[config.mk]
export PLATFORM = sky130hd
export DESIGN_NAME = hblank_vblank_event_generator_top_flat
export DESIGN_NICKNAME = d
export VERILOG_FILES = /design/src/rtl/hbv_pkg.sv /design/src/rtl/hbv_channels.sv /design/src/rtl/hblank_vblank_event_generator_top.sv /design/src/rtl/hbv_cfg_regs.sv /design/src/rtl/hbv_blank_gen.sv /design/src/flat_wrapper.sv
export SDC_FILE = /design/constraint.sdc
export NUM_CORES = 1
export LEC_CHECK = 0
export ABC_AREA = 1
export BUFFER_PORTS_ARGS = -buffer_cell sky130_fd_sc_hd__buf_4
export CORE_ASPECT_RATIO = 1.5
export CORE_MARGIN = 1.5
export CORE_UTILIZATION = 27
export DETAILED_ROUTE_END_ITERATION = 8
export MAX_ROUTING_LAYER = met4
export PLACE_DENSITY_LB_ADDON = 0.3
export SETUP_SLACK_MARGIN = 0.3
export SLEW_MARGIN = 40
export SYNTH_ARGS = -nofsm -noshare
export SYNTH_HDL_FRONTEND = slang
export SYNTH_SLANG_ARGS = --single-unit
[constraint.sdc]
create_clock -name clk -period 19.8 [get_ports clk]
set_input_delay 0.99 -clock clk [delete_from_list [all_inputs] [get_ports clk]]
set_output_delay 0.99 -clock clk [all_outputs]
set_load 0.005 [all_outputs]
[src/rtl/hbv_pkg.sv]
`default_nettype none

package hbv_pkg;

    localparam int CYCLE_WIDTH = 10;
    localparam int HB_CFG_WIDTH = 16;
    localparam int VB_CFG_WIDTH = 24;
    localparam int CFG_DATA_WIDTH = 24;

    localparam logic [HB_CFG_WIDTH-1:0] HBLANK_PERIOD_RST = 16'd2172;
    localparam logic [HB_CFG_WIDTH-1:0] HBLANK_DURATION_RST = 16'd390;
    localparam logic [VB_CFG_WIDTH-1:0] VBLANK_PERIOD_RST = 24'd564480;
    localparam logic [VB_CFG_WIDTH-1:0] VBLANK_DURATION_RST = 24'd50000;

    typedef enum logic [1:0] {
        REG_HBLANK_PERIOD = 2'd0,
        REG_HBLANK_DURATION = 2'd1,
        REG_VBLANK_PERIOD = 2'd2,
        REG_VBLANK_DURATION = 2'd3
    } hbv_reg_idx_t;

    typedef struct packed {
        logic [HB_CFG_WIDTH-1:0] hblank_period;
        logic [HB_CFG_WIDTH-1:0] hblank_duration;
        logic [VB_CFG_WIDTH-1:0] vblank_period;
        logic [VB_CFG_WIDTH-1:0] vblank_duration;
    } hbv_cfg_t;

    typedef struct packed {
        logic began;
        logic ended;
        logic level;
    } hbv_evt_t;

endpackage

`default_nettype wire

[src/rtl/hbv_channels.sv]
`default_nettype none

interface hbv_cycles_if import hbv_pkg::*; ();
    logic                   valid;
    logic                   ready;
    logic [CYCLE_WIDTH-1:0] elapsed_cycles;

    modport source (output valid, output elapsed_cycles, input ready);
    modport sink (input valid, input elapsed_cycles, output ready);
endinterface

interface hbv_event_if ();
    logic valid;
    logic ready;
    logic hblank_rise;
    logic hblank_fall;
    logic vblank_rise;
    logic vblank_fall;
    logic hblank_level;
    logic vblank_level;

    modport source (
        output valid, output hblank_rise, output hblank_fall, output vblank_rise,
        output vblank_fall, output hblank_level, output vblank_level, input ready
    );
    modport sink (
        input valid, input hblank_rise, input hblank_fall, input vblank_rise,
        input vblank_fall, input hblank_level, input vblank_level, output ready
    );
endinterface

`default_nettype wire

[src/rtl/hblank_vblank_event_generator_top.sv]
// channel      dir   signals                                    request
// cycles_chan  sink  valid ready elapsed_cycles[9:0]            one cycle count
// event_chan   src   valid ready hblank_/vblank_ rise fall level one event set
// cfg port     sink  cfg_we cfg_index[1:0] cfg_wdata[23:0]      one register write
//
// one request per clock sustained while results are taken; an accepted request is held
// in the input register, and the generator update then carries it into the result register
// reset clears both generators, the pipeline valids, and loads default register values
// a stalled result holds the input register; ready drops only when both are full
// and the result is not taken
`default_nettype none

module hblank_vblank_event_generator_top
    import hbv_pkg::*;
#(
    parameter int LINE_COUNT_WIDTH = 16,
    parameter int FRAME_COUNT_WIDTH = 24
) (
    input  wire logic                      clk,
    input  wire logic                      rst_n,
    input  wire logic                      cfg_we,
    input  wire hbv_reg_idx_t              cfg_index,
    input  wire logic [CFG_DATA_WIDTH-1:0] cfg_wdata,
    hbv_cycles_if.sink                     cycles_chan,
    hbv_event_if.source                    event_chan
);

    hbv_cfg_t cfg;
    hbv_evt_t h_evt;
    hbv_evt_t v_evt;

    logic                   in_valid_reg;
    logic [CYCLE_WIDTH-1:0] in_cycles_reg;
    logic                   out_valid_reg;
    hbv_evt_t               h_evt_reg;
    hbv_evt_t               v_evt_reg;
    logic                   advance;
    logic                   step;

    hbv_cfg_regs u_cfg (
        .clk       (clk),
        .rst_n     (rst_n),
        .cfg_we    (cfg_we),
        .cfg_index (cfg_index),
        .cfg_wdata (cfg_wdata),
        .cfg       (cfg)
    );

    assign advance = !out_valid_reg || event_chan.ready;
    assign step = in_valid_reg && advance;
    assign cycles_chan.ready = !in_valid_reg || advance;

    hbv_blank_gen #(
        .COUNT_WIDTH (LINE_COUNT_WIDTH),
        .CFG_WIDTH   (HB_CFG_WIDTH)
    ) u_hgen (
        .clk      (clk),
        .rst_n    (rst_n),
        .step     (step),
        .cycles   (in_cycles_reg),
        .period   (cfg.hblank_period),
        .duration (cfg.hblank_duration),
        .evt      (h_evt)
    );

    hbv_blank_gen #(
        .COUNT_WIDTH (FRAME_COUNT_WIDTH),
        .CFG_WIDTH   (VB_CFG_WIDTH)
    ) u_vgen (
        .clk      (clk),
        .rst_n    (rst_n),
        .step     (step),
        .cycles   (in_cycles_reg),
        .period   (cfg.vblank_period),
        .duration (cfg.vblank_duration),
        .evt      (v_evt)
    );

    always_ff @(posedge clk or negedge rst_n)
    begin
        if (!rst_n)
        begin
            in_valid_reg <= 1'b0;
            out_valid_reg <= 1'b0;
        end
        else
        begin
            if (cycles_chan.ready)
            begin
                in_valid_reg <= cycles_chan.valid;
            end
            if (advance)
            begin
                out_valid_reg <= in_valid_reg;
            end
        end
    end

    always_ff @(posedge clk)
    begin
        if (cycles_chan.valid && cycles_chan.ready)
        begin
            in_cycles_reg <= cycles_chan.elapsed_cycles;
        end
        if (step)
        begin
            h_evt_reg <= h_evt;
            v_evt_reg <= v_evt;
        end
    end

    assign event_chan.valid = out_valid_reg;
    assign event_chan.hblank_rise = h_evt_reg.began;
    assign event_chan.hblank_fall = h_evt_reg.ended;
    assign event_chan.hblank_level = h_evt_reg.level;
    assign event_chan.vblank_rise = v_evt_reg.began;
    assign event_chan.vblank_fall = v_evt_reg.ended;
    assign event_chan.vblank_level = v_evt_reg.level;

    a_end_clears_level: assert property (@(posedge clk) disable iff (!rst_n)
        out_valid_reg && (h_evt_reg.ended || v_evt_reg.ended) |->
            !((h_evt_reg.ended && h_evt_reg.level) || (v_evt_reg.ended && v_evt_reg.level)))
        else $error("blanking level still set after end event");

    a_begin_sets_level: assert property (@(posedge clk) disable iff (!rst_n)
        out_valid_reg && h_evt_reg.began && !h_evt_reg.ended |-> h_evt_reg.level)
        else $error("horizontal begin without blanking level");

    a_ready_when_drained: assert property (@(posedge clk) disable iff (!rst_n)
        !out_valid_reg |-> cycles_chan.ready)
        else $error("input stalled with empty result register");

    a_input_held: assert property (@(posedge clk) disable iff (!rst_n)
        in_valid_reg && !advance |=> in_valid_reg && $stable(in_cycles_reg))
        else $error("input register lost while result stalled");

endmodule

`default_nettype wire

[src/rtl/hbv_cfg_regs.sv]
`default_nettype none

module hbv_cfg_regs
    import hbv_pkg::*;
(
    input  wire logic                      clk,
    input  wire logic                      rst_n,
    input  wire logic                      cfg_we,
    input  wire hbv_reg_idx_t              cfg_index,
    input  wire logic [CFG_DATA_WIDTH-1:0] cfg_wdata,
    output hbv_cfg_t                       cfg
);

    hbv_cfg_t cfg_reg;

    always_ff @(posedge clk or negedge rst_n)
    begin
        if (!rst_n)
        begin
            cfg_reg.hblank_period <= HBLANK_PERIOD_RST;
            cfg_reg.hblank_duration <= HBLANK_DURATION_RST;
            cfg_reg.vblank_period <= VBLANK_PERIOD_RST;
            cfg_reg.vblank_duration <= VBLANK_DURATION_RST;
        end
        else if (cfg_we)
        begin
            unique case (cfg_index)
                REG_HBLANK_PERIOD:   cfg_reg.hblank_period <= cfg_wdata[HB_CFG_WIDTH-1:0];
                REG_HBLANK_DURATION: cfg_reg.hblank_duration <= cfg_wdata[HB_CFG_WIDTH-1:0];
                REG_VBLANK_PERIOD:   cfg_reg.vblank_period <= cfg_wdata[VB_CFG_WIDTH-1:0];
                REG_VBLANK_DURATION: cfg_reg.vblank_duration <= cfg_wdata[VB_CFG_WIDTH-1:0];
            endcase
        end
    end

    assign cfg = cfg_reg;

endmodule

`default_nettype wire

[src/rtl/hbv_blank_gen.sv]
`default_nettype none

module hbv_blank_gen
    import hbv_pkg::*;
#(
    parameter int COUNT_WIDTH = 16,
    parameter int CFG_WIDTH = 16
) (
    input  wire logic                   clk,
    input  wire logic                   rst_n,
    input  wire logic                   step,
    input  wire logic [CYCLE_WIDTH-1:0] cycles,
    input  wire logic [CFG_WIDTH-1:0]   period,
    input  wire logic [CFG_WIDTH-1:0]   duration,
    output hbv_evt_t                    evt
);

    localparam int SW = ((COUNT_WIDTH > CFG_WIDTH) ? COUNT_WIDTH : CFG_WIDTH) + 1;
    localparam logic [SW-1:0] COUNT_MAX = SW'({COUNT_WIDTH{1'b1}});

    logic [COUNT_WIDTH-1:0] accum_reg;
    logic [COUNT_WIDTH-1:0] accum_next;
    logic [COUNT_WIDTH-1:0] elapsed_reg;
    logic [COUNT_WIDTH-1:0] elapsed_next;
    logic                   flag_reg;
    logic                   flag_next;

    logic [SW-1:0] sum;
    logic [SW-1:0] sum_left;
    logic [SW-1:0] act;
    logic [SW-1:0] act_base;
    logic          began;
    logic          ended;
    logic          active;

    always_comb
    begin
        sum = SW'(accum_reg) + SW'(cycles);
        began = 1'b0;
        sum_left = sum;
        if (sum >= SW'(period))
        begin
            sum_left = sum - SW'(period);
            began = !flag_reg;
        end
        accum_next = (sum_left > COUNT_MAX) ? COUNT_MAX[COUNT_WIDTH-1:0]
                                            : sum_left[COUNT_WIDTH-1:0];

        active = flag_reg || began;
        act_base = began ? '0 : SW'(elapsed_reg);
        act = act_base + SW'(cycles);
        ended = 1'b0;
        flag_next = active;
        elapsed_next = began ? '0 : elapsed_reg;
        if (active)
        begin
            if (act >= SW'(duration))
            begin
                ended = 1'b1;
                flag_next = 1'b0;
                elapsed_next = '0;
            end
            else
            begin
                elapsed_next = (act > COUNT_MAX) ? COUNT_MAX[COUNT_WIDTH-1:0]
                                                 : act[COUNT_WIDTH-1:0];
            end
        end

        evt.began = began;
        evt.ended = ended;
        evt.level = flag_next;
    end

    always_ff @(posedge clk or negedge rst_n)
    begin
        if (!rst_n)
        begin
            accum_reg <= '0;
            elapsed_reg <= '0;
            flag_reg <= 1'b0;
        end
        else if (step)
        begin
            accum_reg <= accum_next;
            elapsed_reg <= elapsed_next;
            flag_reg <= flag_next;
        end
    end

endmodule

`default_nettype wire

[src/flat_wrapper.sv]
// flat-port wrapper written by rule: the top's interface ports become plain ports
module hblank_vblank_event_generator_top_flat import hbv_pkg::*;
#(
    parameter int LINE_COUNT_WIDTH = 16,
    parameter int FRAME_COUNT_WIDTH = 24
)
  (clk, rst_n, cfg_we, cfg_index, cfg_wdata, cycles_chan_valid, cycles_chan_elapsed_cycles, cycles_chan_ready, event_chan_valid, event_chan_hblank_rise, event_chan_hblank_fall, event_chan_vblank_rise, event_chan_vblank_fall, event_chan_hblank_level, event_chan_vblank_level, event_chan_ready);
  hbv_cycles_if cycles_chan_i ();
  hbv_event_if event_chan_i ();
  input  wire logic clk;
  input  wire logic rst_n;
  input  wire logic cfg_we;
  input  wire hbv_reg_idx_t cfg_index;
  input  wire logic [CFG_DATA_WIDTH-1:0] cfg_wdata;
  input wire logic [$bits(cycles_chan_i.valid)-1:0] cycles_chan_valid;
  input wire logic [$bits(cycles_chan_i.elapsed_cycles)-1:0] cycles_chan_elapsed_cycles;
  output wire logic [$bits(cycles_chan_i.ready)-1:0] cycles_chan_ready;
  output wire logic [$bits(event_chan_i.valid)-1:0] event_chan_valid;
  output wire logic [$bits(event_chan_i.hblank_rise)-1:0] event_chan_hblank_rise;
  output wire logic [$bits(event_chan_i.hblank_fall)-1:0] event_chan_hblank_fall;
  output wire logic [$bits(event_chan_i.vblank_rise)-1:0] event_chan_vblank_rise;
  output wire logic [$bits(event_chan_i.vblank_fall)-1:0] event_chan_vblank_fall;
  output wire logic [$bits(event_chan_i.hblank_level)-1:0] event_chan_hblank_level;
  output wire logic [$bits(event_chan_i.vblank_level)-1:0] event_chan_vblank_level;
  input wire logic [$bits(event_chan_i.ready)-1:0] event_chan_ready;
  assign cycles_chan_i.valid = cycles_chan_valid;
  assign cycles_chan_i.elapsed_cycles = cycles_chan_elapsed_cycles;
  assign cycles_chan_ready = cycles_chan_i.ready;
  assign event_chan_valid = event_chan_i.valid;
  assign event_chan_hblank_rise = event_chan_i.hblank_rise;
  assign event_chan_hblank_fall = event_chan_i.hblank_fall;
  assign event_chan_vblank_rise = event_chan_i.vblank_rise;
  assign event_chan_vblank_fall = event_chan_i.vblank_fall;
  assign event_chan_hblank_level = event_chan_i.hblank_level;
  assign event_chan_vblank_level = event_chan_i.vblank_level;
  assign event_chan_i.ready = event_chan_ready;
  hblank_vblank_event_generator_top #(.LINE_COUNT_WIDTH(LINE_COUNT_WIDTH), .FRAME_COUNT_WIDTH(FRAME_COUNT_WIDTH)) u_core (.clk(clk), .rst_n(rst_n), .cfg_we(cfg_we), .cfg_index(cfg_index), .cfg_wdata(cfg_wdata), .cycles_chan(cycles_chan_i), .event_chan(event_chan_i));
endmodule
==> reports/qor.csv <==
metric,value,unit
tightest_slew,0.795,ns
crit_slowest_cell,edfxtp_1,
stdcell_count,2387,
post_drt_wl_per_cell,16.0,um
overflow,0,
clockBufferDepth,2,
startpoint_type,register,
clkLatencyLatePin,0.46,ns
dieArea,50000,um^2
synth_most_common_cell,nand2_1,
setup-violations-final,0,
cts_buffers,17,
synth_enable_flop_cells,16,
cts_max_level,4,
cts_root_buffer,clkbuf_16,
power.switching,0.00137,W
intPower,0.00132,W
run_status,"complete, no violations",
num_rows,98,
synth_warnings,0,
worstSetupEndpointType,register,
firstDrtPassIters,7,
antenna_cells,0,
comb_power_share,0.661,
rsz0062_at_grt,false,
largest_register_ffs,80,
rrSetupSlack,10.60,ns
sw_frac_of_total,0.510,
cts_hold_buffers,0,
drt-initial-drc-count,740,
cts_setup_buffers,0,
r2r_end,u_core.u_vgen.elapsed_reg[6],
drive_gt1_frac,0.0895,
avgSynthCellArea,7.55,um^2
worstSetupPathType,reg -> reg,
synth_area_leaders,"dfrtp_1, nand2_1, ha_1",
final.setup.tns,0,ns
cp.arrival,9.57,ns
grt_pass1_wl,60800,um
clock_skew,0.0144,ns
grt_antenna_before_repair,0,
p_leak,7.26,nW
cpMostUsedCell,nand2_1,
fp.dieW,183,um
yosysTopAreaCell,dfrtp_1,
hold_ws,0.386,ns
wirelength,38200,um
io_pins,49,
clkTransAtPathRegs,0.08,ns
cts_resized,0,
r2r-start,u_core.in_cycles_reg[1],
required,20.17,ns
timing.final.crit_share,0.465,
die_height,273,um
pre_cts_ws,10.62,ns
grt_pass1_vias,11373,
mappedNetlistArea,13100,um^2
place_hpwl,29200,um
grt_usage,0.163,
slew-limit-headroom,0.470,
synth_common_cells,"nand2_1, inv_1, o21ai_0",
yosysUniqueCellTypes,55,
ant_nets,0,
final_util,0.308,
portBuffers,48,
synth_cells,1741,
peakVddDrop,0.0000642,V
slowest_delay,0.59,ns
max_freq,0.109,GHz
clock-sinks,180,
path_max_fanout,32,
period_needed,9.20,ns
regArea,4610,um^2
viasPerCell,4.77,
powerDensity,183,nW/um^2
fillers,5136,
cts_tree,done,
slew_viol_final,0,
pwr-share-clk,0.134,
yosys.area.top_type_share,0.270,
grt_start_max_net_pins,75,
vias,11395,
async_flop_share,0.911,
maxCapViolCount,0,
initial_core_util,0.275,
reg2reg_depth,47,
ys.flop_type,dfrtp_1,
final_net_count,1941,
yosysSeqAreaShare,0.351,
synth-seq-cells,180,
multi_input_area,7300,um^2
syn_nets,1908,
dp.cells,2355,
min_path_type,in -> async,
drc,0,
areaGrowthSynthToFinish,12.1,%
seqPwrFrac,0.205,
gp_congestion,0.894,
core,47800,um^2
hold_violations,0,
fin_ws,10.60,ns
-- cells by family (layout without fill, tap and decap cells) --
family,count (synthesis),count (layout),share of synthesized area
AND/OR/NAND/NOR,662,662,0.218
AO/OA/AOI/OAI,361,361,0.153
buffers and inverters,321,367,0.0946
flip-flops,180,180,0.351
adder cells (fa/ha/maj),126,126,0.123
XOR/XNOR,91,91,0.0606
-- layer usage --
metal	vias up	track usage	routed length, um
met1	5394	0.180	15700
li1	5728	-	-
met5	-	-	0
met4	0	0.0731	1490
met3	65	0.0210	1120
met2	208	0.289	19800
-- stage by stage --
step	cell area [um^2]	total power [W]
4_1_cts	14700	0.00271
2_1_floorplan	13100	0.00189
3_5_place_dp	14100	0.00233
6_report	14700	0.00269
3_3_place_gp	14100	0.00232
5_1_grt	14700	0.00296
-- worst max-delay path: cells and delay by family, from the launching register on --
kind                     cells  cell delay, ns
flip-flops                   1            0.59
XOR/XNOR                     2            0.52
AO/OA/AOI/OAI               10            2.22
adder cells (fa/ha/maj)      5            1.74
AND/OR/NAND/NOR             24            3.26
buffers and inverters        6            0.74
-- cell usage in the layout, fill, tap and decap left out, types with 4 or more instances in the layout --
cell type  instances
o21ai_2           14
buf_4             50
a31oi_1           20
ha_1             120
nand2_2            7
o21ai_1           12
a21boi_0           4
nand3b_1           6
dfrtp_1          142
nand3_2            5
fa_1               6
a21oi_1          110
nor2_2             4
a22oi_1            5
nand3_1           53
nand2_1          402
clkbuf_16         17
edfxtp_1          16
clkinv_1           4
nand4_1           21
nand2_4            4
inv_2              4
inv_8              4
inv_1            276
nor2_1           121
a21o_1             9
dfstp_2           22
nor3_1            21
xnor2_1           30
o21ai_0          162
xor2_1            61
-- power groups by stage --
| stage | Combinational, W | Sequential, W | Clock, W |
|---|---|---|---|
| after CTS | 0.00179 | 0.000550 | 0.000370 |
| after detailed placement | 0.00178 | 0.000556 | 0 |
| after global routing | 0.00202 | 0.000564 | 0.000381 |
| after global placement | 0.00176 | 0.000555 | 0 |
| after floorplan | 0.00136 | 0.000535 | 0 |
| final | 0.00178 | 0.000551 | 0.000359 |
-- worst max-delay path by stage --
stage / start / endpoint / cells past startpoint
after CTS: u_core.in_cycles_reg[1] / u_core.u_vgen.elapsed_reg[6] / 47
after detailed placement: u_core.in_cycles_reg[1] / u_core.u_vgen.elapsed_reg[4] / 47
after floorplan: u_core.in_cycles_reg[1] / u_core.u_vgen.elapsed_reg[10] / 51
after global placement: u_core.in_cycles_reg[1] / u_core.u_vgen.elapsed_reg[6] / 47
after global routing: u_core.in_cycles_reg[1] / u_core.u_vgen.elapsed_reg[5] / 47
final: u_core.in_cycles_reg[1] / u_core.u_vgen.elapsed_reg[6] / 47
-- layout make-up --
type / instances / area share
Clock inverter: 14 / 0.0116
Sequential cell: 180 / 0.313
Clock buffer: 18 / 0.0291
Multi-Input combinational cell: 1240 / 0.496
Tap cell: 600 / 0.0510
Timing Repair Buffer: 53 / 0.0278
Inverter: 282 / 0.0719
(Power assumes the default switching activity.)
